[config.mk]
export PLATFORM = sky130hd
export DESIGN_NAME = brbp_decode
export DESIGN_NICKNAME = d
export VERILOG_FILES = /design/src/sv/brbp_pkg.sv /design/src/sv/brbp_decode.sv
export SDC_FILE = /design/constraint.sdc
export NUM_CORES = 1
export LEC_CHECK = 0
export BUFFER_PORTS_ARGS = -buffer_cell sky130_fd_sc_hd__buf_4
export CORE_MARGIN = 3
export CORE_UTILIZATION = 43
export DETAILED_ROUTE_END_ITERATION = 6
export PLACE_DENSITY_LB_ADDON = 0.2
export SETUP_SLACK_MARGIN = 0.4
export SYNTH_ARGS = -nofsm -noshare
export SYNTH_HDL_FRONTEND = slang
export SYNTH_SLANG_ARGS = --single-unit
[constraint.sdc]
create_clock -name vclk -period 4.3
set_clock_uncertainty 0.15 [all_clocks]
set_input_delay 0.215 -clock vclk [all_inputs]
set_output_delay 0.215 -clock vclk [all_outputs]
set_load 0.01 [all_outputs]
[src/sv/brbp_pkg.sv]
// Package for the banked RAM bitmap projection unit.
// Holds request/response types, register codes and RAM sizing.
// Depends on nothing; the decoder, the top level and the testbench use it.
`default_nettype none

package brbp_pkg;

   // RAM size in bytes, a power of two from 2 KiB to 256 KiB
   localparam int RAM_BYTES = 32768;
   localparam int RAM_AW    = $clog2(RAM_BYTES);

   localparam int ADDR_W    = 24;
   localparam int BYTE_W    = 8;
   localparam int CSR_IDX_W = 3;
   localparam int CSR_DAT_W = 7;

   // Host window and bank geometry
   localparam logic [ADDR_W-1:0] HOST_WINDOW_END = 24'h002000;
   localparam int                BANK_AW         = 13;
   localparam logic [ADDR_W-1:0] PROTECT_BASE    = 24'h000100;
   localparam int                PROTECT_AW      = 18;

   typedef enum logic [1:0] {
      OP_HOST_READ  = 2'd0,
      OP_HOST_WRITE = 2'd1,
      OP_COP_READ   = 2'd2,
      OP_COP_WRITE  = 2'd3
   } opcode_type;

   typedef enum logic [CSR_IDX_W-1:0] {
      CSR_HOST_BANK      = 3'd0,
      CSR_COP_BANK       = 3'd1,
      CSR_BITMAP_MODE    = 3'd2,
      CSR_TWO_BIT_PIXELS = 3'd3,
      CSR_COP_WRITE_EN   = 3'd4,
      CSR_HOST_WRITE_EN  = 3'd5,
      CSR_PROTECT_SHIFT  = 3'd6
   } csr_index_type;

   typedef enum logic {
      ST_IDLE,
      ST_ACCESS
   } state_type;

   typedef struct packed {
      opcode_type          opcode;
      logic [ADDR_W-1:0]   address;
      logic [BYTE_W-1:0]   write_data;
   } req_type;

   typedef struct packed {
      logic [BYTE_W-1:0]   read_data;
      logic                write_blocked;
   } rsp_type;

   typedef struct packed {
      logic [4:0] host_bank;
      logic [6:0] cop_bank;
      logic       bitmap_mode;
      logic       two_bit_pixels;
      logic       cop_write_enable;
      logic       host_write_enable;
      logic [3:0] protect_shift;
   } cfg_type;

   // Decoded access, handed from the address projection to the sequencer
   typedef struct packed {
      logic [RAM_AW-1:0] ram_addr;
      logic              is_write;
      logic              blocked;
      logic              pixel;
      logic              two_bit;
      logic [2:0]        pix_shift;
   } access_type;

endpackage

`default_nettype wire

[src/sv/brbp_decode.sv]
// Address projection: host window remap, coprocessor linear/bitmap mapping,
// write protection check. Uses brbp_pkg types and constants.
`default_nettype none

module brbp_decode (
   input  wire brbp_pkg::req_type    req,
   input  wire brbp_pkg::cfg_type    cfg,
   output brbp_pkg::access_type      acc
);

   logic [brbp_pkg::ADDR_W-1:0]     host_a;
   logic [brbp_pkg::ADDR_W-1:0]     lin_a;
   logic [19:0]                     bmp_a;
   logic [brbp_pkg::ADDR_W-1:0]     bmp_byte;
   logic [brbp_pkg::ADDR_W-1:0]     full_a;
   logic [brbp_pkg::ADDR_W-1:0]     limit;
   logic                            prot_ok;
   logic                            is_cop;
   logic                            use_bitmap;

   assign is_cop     = (req.opcode == brbp_pkg::OP_COP_READ) ||
                       (req.opcode == brbp_pkg::OP_COP_WRITE);
   assign use_bitmap = is_cop && cfg.bitmap_mode;

   // Host window: low 8 KiB maps into the selected bank
   always_comb begin
      if (req.address < brbp_pkg::HOST_WINDOW_END) begin
         host_a = brbp_pkg::ADDR_W'({cfg.host_bank, req.address[brbp_pkg::BANK_AW-1:0]});
      end else begin
         host_a = req.address;
      end
   end

   // Coprocessor linear (32 banks) and bitmap (128 banks) projections
   assign lin_a = brbp_pkg::ADDR_W'({cfg.cop_bank[4:0], req.address[brbp_pkg::BANK_AW-1:0]});
   assign bmp_a = {cfg.cop_bank, req.address[brbp_pkg::BANK_AW-1:0]};

   always_comb begin
      if (cfg.two_bit_pixels) begin
         bmp_byte = brbp_pkg::ADDR_W'(bmp_a[19:2]);
      end else begin
         bmp_byte = brbp_pkg::ADDR_W'(bmp_a[19:1]);
      end
   end

   always_comb begin
      if (!is_cop) begin
         full_a = host_a;
      end else if (cfg.bitmap_mode) begin
         full_a = bmp_byte;
      end else begin
         full_a = lin_a;
      end
   end

   // Protection: both enables clear and low 18 bits under the limit
   assign limit   = brbp_pkg::PROTECT_BASE << cfg.protect_shift;
   assign prot_ok = cfg.cop_write_enable || cfg.host_write_enable ||
                    (brbp_pkg::ADDR_W'(full_a[brbp_pkg::PROTECT_AW-1:0]) >= limit);

   always_comb begin
      acc.ram_addr = full_a[brbp_pkg::RAM_AW-1:0];
      acc.pixel    = use_bitmap;
      acc.two_bit  = cfg.two_bit_pixels;
      if (cfg.two_bit_pixels) begin
         acc.pix_shift = {bmp_a[1:0], 1'b0};
      end else begin
         acc.pix_shift = {bmp_a[0], 2'b00};
      end
      acc.is_write = 1'b0;
      acc.blocked  = 1'b0;
      unique case (req.opcode)
         brbp_pkg::OP_HOST_WRITE: begin
            acc.is_write = prot_ok;
            acc.blocked  = !prot_ok;
         end
         brbp_pkg::OP_COP_WRITE: begin
            acc.is_write = use_bitmap || prot_ok;
            acc.blocked  = !use_bitmap && !prot_ok;
         end
         default: begin
            acc.is_write = 1'b0;
            acc.blocked  = 1'b0;
         end
      endcase
   end

endmodule

`default_nettype wire

==> flow_summary_export.csv <==
group,metric,value,unit
setup_path,critPathTopFamily,"simple AND/OR/NAND/NOR gates",
clock_network,hold_buffer_count_at_cts,0,
timing,worst_slew_margin_rel,36.07,%
drt,avgRoutedWirePerCell,11.80,µm
timing,final_worst_path_period_share,70.73,%
synth,yosys.area_share.simple,26.87,%
clock_network,cts_setup_buffers,0,
drt,drc,0,
floorplanning,floorplan.die_area,2516,µm²
floorplanning,die-height,50.16,µm
synth,synth-seq-area-share,0,%
setup_path,crit_slowest_cell,"and2_1",
setup_path,cp_num_buf_inv,2,
setup_path,timing.critical_path.from_type,"input pin",
placement,numPortBuffers,67,
timing,rsz_0062_raised_after_global_routing,"false",
timing,min_cycle_time_layout,3.042,ns
synth,synth_largest_type_area_fraction,21.49,%
synth,syn_nets,189,
synth,synth-xor-area-share,0,%
synth,synth_fa_ha_area_share,14.93,%
synth,synth-compound-area-share,27.31,%
run_status,outcome,"complete, no violations",
global_routing,grt_overflow_total,0,
drt,wl_met3,142,µm
setup_path,crit_required,3.93,ns
drt,via_count,1066,
setup_path,critical_path_start_end_classification,"in2out",
timing,max_clk_rate,0.3288,GHz
pwr,report.power.total,142.3,µW
min_path,hold_path_startpoint,"req[32]",
setup_path,worstSetupEndpointType,"output pin",
job,timing.max_cap.violations,0,
placement,detailed_place_hpwl,2.129,mm
drt,ant_nets,0,
drt,drtIter0Drc,10,
drt,top_layer,"met3",
timing,setup_total_negative_slack,0,ns
drt,route.met2.wl,1.227,mm
drt,detail_route.wirelength,2.442,mm
setup_path,path_max_fanout,29,
setup_path,timing.critical_path.depth,9,
pwr,static-leakage-power,0.0006406,µW
cells_and_area,n_clock_buffer,0,
pwr,comb_power_share,100.0,%
setup_path,critical-path-max-stage-delay,0.77,ns
drt,routedLengthMet1,1.072,mm
timing,maxSlewViolCount,0,
cells_and_area,seq_cells,0,
pwr,power_switching_share,46.16,%
floorplanning,die_x,50.16,µm
cells_and_area,drive_gt1_share,38.46,%
placement,place_congestion,0.7644,
floorplanning,num_rows,15,
drt,drt-pass1-iter-count,4,
timing,final_hold_violations,0,
global_routing,antenna_found_initial,0,
drt,viasPerCell,5.150,
pwr,power.switching,65.67,µW
global_routing,track_usage,18.03,%
pwr,power.ir.vdd_worst,0.06420,mV
floorplanning,initial_core_util,47.02,%
setup_path,critical_path.cell_chain,"buf_4 -> and2_1 -> a21oi_1 -> ha_1 -> o211ai_1 -> a211o_1 -> a32o_1 -> and2_1 -> buf_4",
cells_and_area,finalNetCount,248,
pwr,clock_power_share,0,%
min_path,hold_depth,3,
clock_network,postCtsResizedCells,0,
cells_and_area,area_growth,56.57,%
synth,yosysTopAreaCell,"mux2i_1",
timing,tightest_slew,0.9590,ns
setup_path,worst_ep_arrival_time,2.68,ns
pwr,intPower,76.59,µW
global_routing,grt_pass1_vias,967,
synth,yosys-mux-area-fraction,22.84,%
synth,yosysWarningCount,0,
synth,yosys-top-cells-area,"mux2i_1 (21%), ha_1 (15%), a21oi_1 (11%), nor2_1 (7.6%), nand2_1 (5.8%)",
pwr,power_frac_seq,0,%
floorplanning,io_pins,76,
synth,synthesis.area,838.3,µm²
synth,cell_variety_after_synth,27,
cells_and_area,regArea,0,µm²
synth,combinational_family_with_the_most_area_after_synthesis,"compound AO/OA/AOI/OAI gates",
synth,syn_avg_cell_area,6.706,µm²
timing,timing.final.setup_violations,0,
global_routing,grt_pass1_wl,3.829,mm
floorplanning,placeableCoreArea,1783,µm²
synth,ys_top_cells_by_count,"a21oi_1 (18), mux2i_1 (18), nor2_1 (17)",
setup_path,critical_path.startpoint,"req[33]",
pwr,power_density,108.4,nW/µm²
min_path,hold_path_class,"in2out",
global_routing,grt_max_degree,30,
synth,syn-instance-count,125,
cells_and_area,antenna_cells,0,
-- cell families after synthesis --
| family | count (synthesis) |
|---|---|
| simple gates | 46 |
| fa+ha+maj | 10 |
| other cells | 1 |
| buf+inv | 11 |
| mux | 19 |
| compound gates | 38 |
-- placed cells by master, fill, tap and decap left out --
| cell | instances |
|---|---|
| o21ai_1 | 3 |
| buf_4 | 67 |
| o211ai_1 | 3 |
| and3_1 | 1 |
| a211o_1 | 3 |
| and2_1 | 3 |
| nor2_1 | 17 |
| o21ai_0 | 4 |
| nor3_1 | 1 |
| nor3_4 | 1 |
| o21a_1 | 1 |
| nand2_1 | 13 |
| nor4_2 | 1 |
| a211oi_1 | 5 |
| a32o_1 | 1 |
| nor4_1 | 2 |
| a21oi_1 | 18 |
| ha_1 | 10 |
| nor2b_1 | 4 |
| nand4_1 | 1 |
| mux2i_1 | 18 |
| inv_1 | 1 |
| mux2_2 | 1 |
| nand3_1 | 2 |
| conb_1 | 1 |
-- layout make-up --
cell class,instances,area (µm²)
multi-input combinational,114,774.5
tap,25,31.28
inverter,1,3.754
timing repair buffer,67,503.0
fill,161,470.5
-- tightest hold or removal path, cell delays in order --
cell and delay (ns):
buf_4 0.08, and2_1 0.11, buf_4 0.11
-- power groups by stage --
stage | Clock (µW) | Sequential, µW | Combinational (µW)
3_5_place_dp | 0 | 0 | 143
6_report | 0 | 0 | 142
2_1_floorplan | 0 | 0 | 74.2
5_1_grt | 0 | 0 | 158
4_1_cts | 0 | 0 | 143
3_3_place_gp | 0 | 0 | 138
-- worst paths after layout --
| check | end |
|---|---|
| worst max-delay path | acc[5] |
| worst min-delay path | acc[5] |
-- per-stage QoR --
stage               worst slack [ns]  area [µm²]  hold slack [ns]  cells  util (%)
finish                         1.259        1313           0.5799    207     73.61
global route                   1.107        1313           0.5967    207     73.61
CTS                            1.248        1313           0.5848    207     73.61
detailed placement             1.259        1313           0.5847    207     73.61
global placement               1.305        1313           0.5728    207     73.61
floorplan                      1.933       838.3           0.3671    125         -
-- metal layers --
metal	track usage, %	vias up
li1	-	574
met2	35.00	30
met4	0	0
met5	0	-
met1	22.94	462
met3	0.5935	0
Power figures use the tool's default switching activity.
